===== src/rtl/core/lkv_pkg.sv =====
// Package for the LRU key-value cache: field widths, request codes, reset values
// and the status bundle passed from the scan unit to the sequencer.
// No dependencies.
`timescale 1ns / 1ps

package lkv_pkg;

    localparam int KEY_W          = 32;
    localparam int VAL_W          = 32;
    localparam int CAP_W          = 5;
    localparam int ENTRIES_DEFAULT = 16;

    localparam logic [CAP_W-1:0] CAPACITY_RESET = 5'd16;

    // Value returned by a get that misses (all ones, i.e. -1).
    localparam logic signed [VAL_W-1:0] MISS_VALUE = -32'sd1;

    // Request codes on the req_type field.
    localparam logic REQ_GET = 1'b0;
    localparam logic REQ_PUT = 1'b1;

    // What one scan over the entries has found.
    typedef struct packed {
        logic match_found;   // a valid entry holds the requested key
        logic free_found;    // an invalid entry exists
        logic lru_found;     // a valid entry carries the least recent rank
    } scan_flags_t;

endpackage


===== src/rtl/core/lru_key_value_cache.sv =====
// Top level of the fully associative key-value cache with least-recently-used
// replacement. Depends on lkv_pkg, lkv_mem and lkv_scan.
`timescale 1ns / 1ps

// Each request is a get or a put on a 32-bit key and produces exactly one result
// transfer. The block works on one request at a time: a scan pass over all ENTRIES
// entries, a decision step, a value read for a get that hits, a recency pass and
// the result step; a get that misses skips the recency pass. If the previous
// result is still waiting for m_ready when the next one is ready, the block holds
// in its result step until that result is taken. The block makes two sequential
// passes over the entry stores. Each pass handles one entry per cycle and then
// drains the read pipeline. The scan pass drives a single key comparator and rank
// comparator. The recency pass then ages the ranks through the single write port
// of the rank memory. Keys, values and ranks live in memories; only the valid
// bits are flip-flops, so a capacity write or reset empties the cache at once,
// with no clearing pass. The capacity register (reset 16) is written through the
// cfg channel while the block is idle; a value of zero acts as one and a value
// above ENTRIES acts as ENTRIES. A finished result sits in an output register, so
// a new request is taken while the previous result still waits to be collected.

module lru_key_value_cache #(
    parameter int ENTRIES = lkv_pkg::ENTRIES_DEFAULT
) (
    input  logic                              aclk,
    input  logic                              aresetn,
    // Request channel
    input  logic                              s_valid,
    output logic                              s_ready,
    input  logic                              s_req_type,
    input  logic [lkv_pkg::KEY_W-1:0]         s_key,
    input  logic signed [lkv_pkg::VAL_W-1:0]  s_write_value,
    // Result channel
    output logic                              m_valid,
    input  logic                              m_ready,
    output logic                              m_hit,
    output logic signed [lkv_pkg::VAL_W-1:0]  m_read_value,
    // Capacity register write channel
    input  logic                              cfg_valid,
    output logic                              cfg_ready,
    input  logic [lkv_pkg::CAP_W-1:0]         cfg_capacity
);

    import lkv_pkg::*;

    localparam int IDX_W = (ENTRIES > 1) ? $clog2(ENTRIES) : 1;
    localparam int CNT_W = $clog2(ENTRIES + 1);
    localparam int OCC_W = CNT_W;
    localparam int CMP_W = (OCC_W > CAP_W) ? OCC_W : CAP_W;

    typedef enum logic [2:0] {
        S_IDLE,
        S_SCAN,
        S_DECIDE,
        S_READ,
        S_UPDATE,
        S_RESP
    } state_t;

    state_t state_reg, state_next;

    // Request held for the duration of the work.
    logic              req_put_reg, req_put_next;
    logic [KEY_W-1:0]  req_key_reg, req_key_next;
    logic [VAL_W-1:0]  req_val_reg, req_val_next;

    // Address sequencer and read pipeline tag.
    logic [CNT_W-1:0]  idx_reg, idx_next;
    logic              rd_vld_reg, rd_vld_next;
    logic [IDX_W-1:0]  rd_idx_reg, rd_idx_next;

    // Cache bookkeeping.
    logic [CAP_W-1:0]   capacity_reg, capacity_next;
    logic [ENTRIES-1:0] valid_reg, valid_next;
    logic [OCC_W-1:0]   occ_reg, occ_next;

    // Recency pass controls.
    logic [IDX_W-1:0]  target_reg, target_next;
    logic              age_all_reg, age_all_next;
    logic [IDX_W-1:0]  age_rank_reg, age_rank_next;

    // Result being built and the output register.
    logic              resp_hit_reg, resp_hit_next;
    logic [VAL_W-1:0]  resp_value_reg, resp_value_next;
    logic              m_valid_reg, m_valid_next;
    logic              m_hit_reg, m_hit_next;
    logic [VAL_W-1:0]  m_value_reg, m_value_next;

    // Memory ports.
    logic              key_we, val_we, rank_we;
    logic [IDX_W-1:0]  wr_slot;
    logic [IDX_W-1:0]  rank_waddr;
    logic [IDX_W-1:0]  rank_wdata;
    logic [IDX_W-1:0]  val_raddr;
    logic [KEY_W-1:0]  key_rdata;
    logic [VAL_W-1:0]  val_rdata;
    logic [IDX_W-1:0]  rank_rdata;

    // Scan unit.
    logic              scan_clr, scan_en;
    scan_flags_t       scan_flags;
    logic [IDX_W-1:0]  match_slot, match_rank, free_slot, lru_slot;

    logic [CMP_W-1:0]  cap_ext, cap_eff, occ_ext;
    logic [OCC_W-1:0]  occ_m1;
    logic [IDX_W-1:0]  lru_rank;
    logic              issue;
    logic              cache_full;

    // Effective capacity: zero behaves as one, anything above ENTRIES saturates.
    always_comb begin
        cap_ext = CMP_W'(capacity_reg);
        if (capacity_reg == '0) begin
            cap_eff = CMP_W'(1);
        end else if (cap_ext > CMP_W'(ENTRIES)) begin
            cap_eff = CMP_W'(ENTRIES);
        end else begin
            cap_eff = cap_ext;
        end
    end

    assign occ_ext    = CMP_W'(occ_reg);
    assign cache_full = (occ_ext >= cap_eff);
    assign occ_m1     = occ_reg - OCC_W'(1);
    assign lru_rank   = occ_m1[IDX_W-1:0];
    assign issue      = (idx_reg < CNT_W'(ENTRIES));

    assign s_ready   = (state_reg == S_IDLE) && !cfg_valid;
    assign cfg_ready = (state_reg == S_IDLE);

    always_comb begin
        state_next      = state_reg;
        req_put_next    = req_put_reg;
        req_key_next    = req_key_reg;
        req_val_next    = req_val_reg;
        idx_next        = idx_reg;
        rd_vld_next     = 1'b0;
        rd_idx_next     = rd_idx_reg;
        capacity_next   = capacity_reg;
        valid_next      = valid_reg;
        occ_next        = occ_reg;
        target_next     = target_reg;
        age_all_next    = age_all_reg;
        age_rank_next   = age_rank_reg;
        resp_hit_next   = resp_hit_reg;
        resp_value_next = resp_value_reg;
        m_valid_next    = m_valid_reg;
        m_hit_next      = m_hit_reg;
        m_value_next    = m_value_reg;
        key_we          = 1'b0;
        val_we          = 1'b0;
        rank_we         = 1'b0;
        wr_slot         = target_reg;
        rank_waddr      = rd_idx_reg;
        rank_wdata      = '0;
        val_raddr       = match_slot;
        scan_clr        = 1'b0;
        scan_en         = 1'b0;

        if (m_valid_reg && m_ready) begin
            m_valid_next = 1'b0;
        end

        unique case (state_reg)
            S_IDLE: begin
                if (cfg_valid) begin
                    // A capacity write empties the cache.
                    capacity_next = cfg_capacity;
                    valid_next    = '0;
                    occ_next      = '0;
                end else if (s_valid) begin
                    req_put_next = s_req_type;
                    req_key_next = s_key;
                    req_val_next = $unsigned(s_write_value);
                    idx_next     = '0;
                    scan_clr     = 1'b1;
                    state_next   = S_SCAN;
                end
            end

            S_SCAN: begin
                scan_en = rd_vld_reg;
                if (issue) begin
                    idx_next    = idx_reg + CNT_W'(1);
                    rd_vld_next = 1'b1;
                    rd_idx_next = idx_reg[IDX_W-1:0];
                end else if (!rd_vld_reg) begin
                    state_next = S_DECIDE;
                end
            end

            S_DECIDE: begin
                idx_next        = '0;
                resp_hit_next   = scan_flags.match_found;
                resp_value_next = '0;
                if (scan_flags.match_found) begin
                    // Hit: the matching entry becomes most recent.
                    target_next   = match_slot;
                    age_all_next  = 1'b0;
                    age_rank_next = match_rank;
                    if (req_put_reg == REQ_PUT) begin
                        val_we     = 1'b1;
                        wr_slot    = match_slot;
                        state_next = S_UPDATE;
                    end else begin
                        state_next = S_READ;
                    end
                end else if (req_put_reg == REQ_GET) begin
                    resp_value_next = $unsigned(MISS_VALUE);
                    state_next      = S_RESP;
                end else if (cache_full) begin
                    // Insert into a full cache reuses the least recent slot.
                    if (scan_flags.lru_found) begin
                        target_next   = lru_slot;
                        age_all_next  = 1'b0;
                        age_rank_next = lru_rank;
                        key_we        = 1'b1;
                        val_we        = 1'b1;
                        wr_slot       = lru_slot;
                        state_next    = S_UPDATE;
                    end else begin
                        state_next = S_RESP;
                    end
                end else if (scan_flags.free_found) begin
                    // Insert into the lowest free slot; every valid entry ages.
                    target_next           = free_slot;
                    age_all_next          = 1'b1;
                    age_rank_next         = '0;
                    key_we                = 1'b1;
                    val_we                = 1'b1;
                    wr_slot               = free_slot;
                    valid_next[free_slot] = 1'b1;
                    occ_next              = occ_reg + OCC_W'(1);
                    state_next            = S_UPDATE;
                end else begin
                    state_next = S_RESP;
                end
            end

            S_READ: begin
                resp_value_next = val_rdata;
                state_next      = S_UPDATE;
            end

            S_UPDATE: begin
                if (rd_vld_reg) begin
                    if (rd_idx_reg == target_reg) begin
                        rank_we    = 1'b1;
                        rank_wdata = '0;
                    end else if (valid_reg[rd_idx_reg] &&
                                 (age_all_reg || (rank_rdata < age_rank_reg))) begin
                        rank_we    = 1'b1;
                        rank_wdata = rank_rdata + IDX_W'(1);
                    end
                end
                if (issue) begin
                    idx_next    = idx_reg + CNT_W'(1);
                    rd_vld_next = 1'b1;
                    rd_idx_next = idx_reg[IDX_W-1:0];
                end else if (!rd_vld_reg) begin
                    state_next = S_RESP;
                end
            end

            S_RESP: begin
                if (!m_valid_reg || m_ready) begin
                    m_valid_next = 1'b1;
                    m_hit_next   = resp_hit_reg;
                    m_value_next = resp_value_reg;
                    state_next   = S_IDLE;
                end
            end

            default: begin
                state_next = S_IDLE;
            end
        endcase
    end

    always_ff @(posedge aclk) begin
        if (!aresetn) begin
            state_reg    <= S_IDLE;
            rd_vld_reg   <= 1'b0;
            idx_reg      <= '0;
            capacity_reg <= CAPACITY_RESET;
            valid_reg    <= '0;
            occ_reg      <= '0;
            m_valid_reg  <= 1'b0;
        end else begin
            state_reg    <= state_next;
            rd_vld_reg   <= rd_vld_next;
            idx_reg      <= idx_next;
            capacity_reg <= capacity_next;
            valid_reg    <= valid_next;
            occ_reg      <= occ_next;
            m_valid_reg  <= m_valid_next;
        end
        req_put_reg    <= req_put_next;
        req_key_reg    <= req_key_next;
        req_val_reg    <= req_val_next;
        rd_idx_reg     <= rd_idx_next;
        target_reg     <= target_next;
        age_all_reg    <= age_all_next;
        age_rank_reg   <= age_rank_next;
        resp_hit_reg   <= resp_hit_next;
        resp_value_reg <= resp_value_next;
        m_hit_reg      <= m_hit_next;
        m_value_reg    <= m_value_next;
    end

    assign m_valid      = m_valid_reg;
    assign m_hit        = m_hit_reg;
    assign m_read_value = $signed(m_value_reg);

    lkv_mem #(
        .WIDTH (KEY_W),
        .DEPTH (ENTRIES),
        .AW    (IDX_W)
    ) u_key_mem (
        .aclk  (aclk),
        .we    (key_we),
        .waddr (wr_slot),
        .wdata (req_key_reg),
        .raddr (idx_reg[IDX_W-1:0]),
        .rdata (key_rdata)
    );

    lkv_mem #(
        .WIDTH (VAL_W),
        .DEPTH (ENTRIES),
        .AW    (IDX_W)
    ) u_val_mem (
        .aclk  (aclk),
        .we    (val_we),
        .waddr (wr_slot),
        .wdata (req_val_reg),
        .raddr (val_raddr),
        .rdata (val_rdata)
    );

    lkv_mem #(
        .WIDTH (IDX_W),
        .DEPTH (ENTRIES),
        .AW    (IDX_W)
    ) u_rank_mem (
        .aclk  (aclk),
        .we    (rank_we),
        .waddr (rank_waddr),
        .wdata (rank_wdata),
        .raddr (idx_reg[IDX_W-1:0]),
        .rdata (rank_rdata)
    );

    lkv_scan #(
        .ENTRIES (ENTRIES),
        .IDX_W   (IDX_W)
    ) u_scan (
        .aclk       (aclk),
        .aresetn    (aresetn),
        .clr        (scan_clr),
        .en         (scan_en),
        .slot       (rd_idx_reg),
        .ent_valid  (valid_reg[rd_idx_reg]),
        .ent_key    (key_rdata),
        .ent_rank   (rank_rdata),
        .req_key    (req_key_reg),
        .lru_rank   (lru_rank),
        .flags      (scan_flags),
        .match_slot (match_slot),
        .match_rank (match_rank),
        .free_slot  (free_slot),
        .lru_slot   (lru_slot)
    );

endmodule


===== src/rtl/core/lkv_mem.sv =====
// Simple dual-port memory with one write port and one registered read port.
// Used for the key, value and recency stores; depends on nothing.
`timescale 1ns / 1ps

module lkv_mem #(
    parameter int WIDTH = 32,
    parameter int DEPTH = 16,
    parameter int AW    = (DEPTH > 1) ? $clog2(DEPTH) : 1
) (
    input  logic             aclk,
    input  logic             we,
    input  logic [AW-1:0]    waddr,
    input  logic [WIDTH-1:0] wdata,
    input  logic [AW-1:0]    raddr,
    output logic [WIDTH-1:0] rdata
);

    logic [WIDTH-1:0] mem [DEPTH];
    logic [WIDTH-1:0] rdata_reg;

    always_ff @(posedge aclk) begin
        if (we) begin
            mem[waddr] <= wdata;
        end
    end

    always_ff @(posedge aclk) begin
        rdata_reg <= mem[raddr];
    end

    assign rdata = rdata_reg;

endmodule


===== src/rtl/core/lkv_scan.sv =====
// Shared compare unit: takes one entry per cycle and keeps the first key match,
// the first free slot and the least recent slot. Depends on lkv_pkg.
`timescale 1ns / 1ps

module lkv_scan #(
    parameter int ENTRIES = lkv_pkg::ENTRIES_DEFAULT,
    parameter int IDX_W   = (ENTRIES > 1) ? $clog2(ENTRIES) : 1
) (
    input  logic                       aclk,
    input  logic                       aresetn,
    input  logic                       clr,
    input  logic                       en,
    input  logic [IDX_W-1:0]           slot,
    input  logic                       ent_valid,
    input  logic [lkv_pkg::KEY_W-1:0]  ent_key,
    input  logic [IDX_W-1:0]           ent_rank,
    input  logic [lkv_pkg::KEY_W-1:0]  req_key,
    input  logic [IDX_W-1:0]           lru_rank,
    output lkv_pkg::scan_flags_t       flags,
    output logic [IDX_W-1:0]           match_slot,
    output logic [IDX_W-1:0]           match_rank,
    output logic [IDX_W-1:0]           free_slot,
    output logic [IDX_W-1:0]           lru_slot
);

    import lkv_pkg::*;

    scan_flags_t      flags_reg, flags_next;
    logic [IDX_W-1:0] match_slot_reg, match_slot_next;
    logic [IDX_W-1:0] match_rank_reg, match_rank_next;
    logic [IDX_W-1:0] free_slot_reg, free_slot_next;
    logic [IDX_W-1:0] lru_slot_reg, lru_slot_next;

    always_comb begin
        flags_next      = flags_reg;
        match_slot_next = match_slot_reg;
        match_rank_next = match_rank_reg;
        free_slot_next  = free_slot_reg;
        lru_slot_next   = lru_slot_reg;
        if (clr) begin
            flags_next = '0;
        end else if (en) begin
            // Only the first hit of each kind counts, as in a lowest-index search.
            if (ent_valid && (ent_key == req_key) && !flags_reg.match_found) begin
                flags_next.match_found = 1'b1;
                match_slot_next        = slot;
                match_rank_next        = ent_rank;
            end
            if (!ent_valid && !flags_reg.free_found) begin
                flags_next.free_found = 1'b1;
                free_slot_next        = slot;
            end
            if (ent_valid && (ent_rank == lru_rank) && !flags_reg.lru_found) begin
                flags_next.lru_found = 1'b1;
                lru_slot_next        = slot;
            end
        end
    end

    always_ff @(posedge aclk) begin
        if (!aresetn) begin
            flags_reg <= '0;
        end else begin
            flags_reg <= flags_next;
        end
        match_slot_reg <= match_slot_next;
        match_rank_reg <= match_rank_next;
        free_slot_reg  <= free_slot_next;
        lru_slot_reg   <= lru_slot_next;
    end

    assign flags      = flags_reg;
    assign match_slot = match_slot_reg;
    assign match_rank = match_rank_reg;
    assign free_slot  = free_slot_reg;
    assign lru_slot   = lru_slot_reg;

endmodule


===== config.mk =====
export PLATFORM = sky130hd
export DESIGN_NAME = lru_key_value_cache
export DESIGN_NICKNAME = d
export VERILOG_FILES = /design/src/rtl/core/lkv_pkg.sv /design/src/rtl/core/lru_key_value_cache.sv /design/src/rtl/core/lkv_mem.sv /design/src/rtl/core/lkv_scan.sv
export SDC_FILE = /design/constraint.sdc
export NUM_CORES = 1
export LEC_CHECK = 0
export ABC_AREA = 1
export BUFFER_PORTS_ARGS = -buffer_cell sky130_fd_sc_hd__buf_4
export CORE_ASPECT_RATIO = 0.6
export CORE_UTILIZATION = 60
export DETAILED_ROUTE_END_ITERATION = 8
export PLACE_DENSITY = 0.84
export SYNTH_ARGS = -nofsm -noshare
export SYNTH_HDL_FRONTEND = slang
export SYNTH_SLANG_ARGS = --single-unit

===== constraint.sdc =====
create_clock -name aclk -period 7.1 [get_ports aclk]
set_input_delay 1.065 -clock aclk [delete_from_list [all_inputs] [get_ports aclk]]
set_output_delay 1.065 -clock aclk [all_outputs]
set_load 0.01 [all_outputs]

==> impl_metrics.ini <==
[final_layout]
largestRegisters = u_key_mem.mem: 512 flops, u_val_mem.mem: 512 flops, u_rank_mem.mem: 64 flops
diodes = 0
fin_area_um2 = 58300
final_core_util_pct = 67.6
finalNetCount = 4012
final_cells = 5168
syn_to_final_growth_pct = 10.9
drive_above_1_share_pct = 10.5

[clock_network]
cts_num_sinks = 1355
cts_buffers = 111
cts_tree = yes
holdBufCountCts = 0
clock_latency_ns = 0.72
cts_setup_buffers = 0
root_buffer = clkbuf_16
clockBufferDepth = 3
ctsResizeCount = 0
path_clk_slew_ns = 0.07
htreeDepth = 3

[worst_setup_path]
rr_startpoint = state_reg[2]$_SDFFE_PN0P_
cp_cell_sequence = nor2_8 -> buf_4 -> nand2_1 -> inv_2 -> o21ai_2 -> nor2_1 -> nand2_1 -> nor2_4
reg2reg_slack_ns = 3.03
cp_max_fo = 66
crit_path_frequent_cell = nand2_1
r2r_end = u_key_mem.mem[9][29]$_DFFE_PP_
path_buf_inv = 2
cp_slowest_cell = nor2_4
critical_path_required_ns = 7.41
end_kind = register
crit_family = simple AND/OR/NAND/NOR gates
start_kind = register
worstSetupPathType = register to register
critPathArrivalTime_ns = 4.38
reg2regPathDepth = 8
slowest_delay_ns = 0.96

[grt]
grt_usage_pct = 28.1
grt_pass1_wl_mm = 187
grt_overflow = 0
grt_max_degree = 202
grt_pass1_vias = 31300
antenna_found_initial = 2

[logic_synthesis]
synth-edff-count = 1248
syn_inst = 3867
synth_top_cell_by_area = edfxtp_1
synthTopCellsByArea = edfxtp_1, o21ai_0, dfxtp_1, nor2_1, mux2i_1
ys_warn_count = 0
synth_fa_ha_area_share_pct = 0.286
synth.most_common_cell = edfxtp_1
synth-xor-area-share_pct = 0.416
synth-simple-area-share_pct = 7.22
synth_top_area_share_pct = 71.3
synth_top_family_by_area = compound AO/OA/AOI/OAI gates
synthFlopType = edfxtp_1
synth_seq_cells = 1355
synthArstFlopShare_pct = 0
synthesis.nets = 3954
synth_area_per_cell_um2 = 13.6
post_synth_mux_area_share_pct = 2.44
ys_seq_area_share_pct = 75.3
ys_top_cells_by_count = edfxtp_1, o21ai_0, nor2_1
synth_compound_area_share_pct = 10.7
syn-cell-area_um2 = 52600
synth.distinct_cells = 47

[min_path]
hold_path.class = register to register
holdPathStages = 0
whs_endpoint = m_read_value[29]$_DFFE_PP_
hold_start = resp_value_reg[29]$_DFFE_PP_

[timing]
worst_slack_ns = 3.03
tightest_slew_ns = 1.27
fmax_mhz = 246
final-hold-violation-count = 0
finClkSkew_ns = 0.0349
layout_min_cycle_time_ns = 4.07
timing.final.crit_share_pct = 57.4
final.setup.tns_ns = 0
final-setup-viol-count = 0
slew_headroom_pct = 15.3
rsz0062_at_grt = false
drv_slew = 0

[placed_design]
portBuffers = 110
gp_congestion = 0.906
placed_cells = 4959
dp_hpwl_mm = 72.7
pre_cts_ws_ns = 3.14
dpl_cell_area_um2 = 54600

[route]
vias_per_cell = 6.31
drc = 0
totalWireLength_mm = 125
postRouteAntennaNets = 0
vias = 32600
drt_iter0_drc = 4838
firstDrtPassIters = 6
avgRoutedWirePerCell_um = 24.2

[floorplanning]
io_pins = 111
fp.dieH_um = 231
start_util_pct = 61.0
row_count = 83
core_area_um2 = 86200
die_area_um2 = 88900
die_x_um = 384

[outcome]
outcome = complete, no violations

[pwr]
switching_share_pct = 27.7
combPwrFrac_pct = 14.7
clkPwrFrac_pct = 33.8
ir_worst_vdd_uv = 222
powerDensity_nw_per_um2 = 315
power_switching_uw = 5090
p_seq_share_pct = 51.5
internal_power_uw = 13300
p_leak_uw = 0.0196

[flow_run]
maxCapViolations = 0
-- cell usage in the layout, fill, tap and decap left out, drive strengths merged, types with 22 or more instances in the layout --
master,synthesis,routed
dfxtp,107,107
inv,239,239
nand3,138,138
edfxtp,1248,1248
nand2,294,294
o221ai,56,56
mux2i,128,128
nor3,22,22
clkbuf,158,146
buf,66,169
nor2,421,421
o22ai,92,92
clkinv,4,53
o21ai,483,483
a21oi,174,174
o211ai,146,146
-- logic make-up after synthesis --
family | after synthesis
flip-flops | 1355
AO/OA/AOI/OAI | 969
AND/OR/NAND/NOR | 911
buffers and inverters | 467
multiplexers | 128
XOR/XNOR | 25
adder cells (fa/ha/maj) | 12
-- layout make-up --
class	count	area, µm²
flip-flops and latches	1355	39600
fillers	5553	27900
multi-input cells	2045	11400
clock buffers	146	3030
well taps	1147	1440
repair buffers	169	1290
inverters	243	920
clock inverters	63	629
-- through the flow --
stage | power, µW | hold WS (ns)
3_3_place_gp | 12100 | 0.404
6_report | 18400 | 0.418
4_1_cts | 18300 | 0.420
5_1_grt | 19000 | 0.420
2_1_floorplan | 11200 | 0.400
3_5_place_dp | 12200 | 0.405
-- power groups by stage --
stage / Sequential (µW) / Clock, µW / Combinational (µW)
after floorplan: 9400 / 0 / 1850
after CTS: 9420 / 6240 / 2630
final: 9440 / 6210 / 2700
after global routing: 9460 / 6550 / 2940
after global placement: 9580 / 0 / 2490
after detailed placement: 9590 / 0 / 2600
-- worst reg2reg max path: stages (launching register included) --
cell and delay (ns):
dfxtp_1 0.43, nor2_8 0.14, buf_4 0.56, nand2_1 0.49
inv_2 0.38, o21ai_2 0.14, nor2_1 0.35, nand2_1 0.23
nor2_4 0.96
-- routing by layer --
metal | vias to the layer above | routed length (µm) | track usage (%)
li1 | 14400 | - | -
met1 | 15800 | 49900 | 41.6
met2 | 2166 | 53700 | 39.4
met3 | 215 | 18900 | 9.93
met4 | 2 | 2470 | 7.51
met5 | - | 13 | 0
-- worst max path at each step --
| stage | slack [ns] | endpoint | from | depth (start not counted) |
|---|---|---|---|---|
| after global routing | 2.77 | u_key_mem.mem[9][29]$_DFFE_PP_ | state_reg[2]$_SDFFE_PN0P_ | 8 |
| after CTS | 3.05 | u_key_mem.mem[8][26]$_DFFE_PP_ | state_reg[2]$_SDFFE_PN0P_ | 8 |
| after global placement | 3.29 | u_key_mem.mem[8][20]$_DFFE_PP_ | state_reg[2]$_SDFFE_PN0P_ | 8 |
| after detailed placement | 3.14 | u_val_mem.mem[12][16]$_DFFE_PP_ | state_reg[2]$_SDFFE_PN0P_ | 8 |
| final | 3.03 | u_key_mem.mem[9][29]$_DFFE_PP_ | state_reg[2]$_SDFFE_PN0P_ | 8 |
| after floorplan | 2.51 | req_key_reg[0]$_DFFE_PP_ | cfg_valid | 3 |
(Power assumes the default switching activity.)
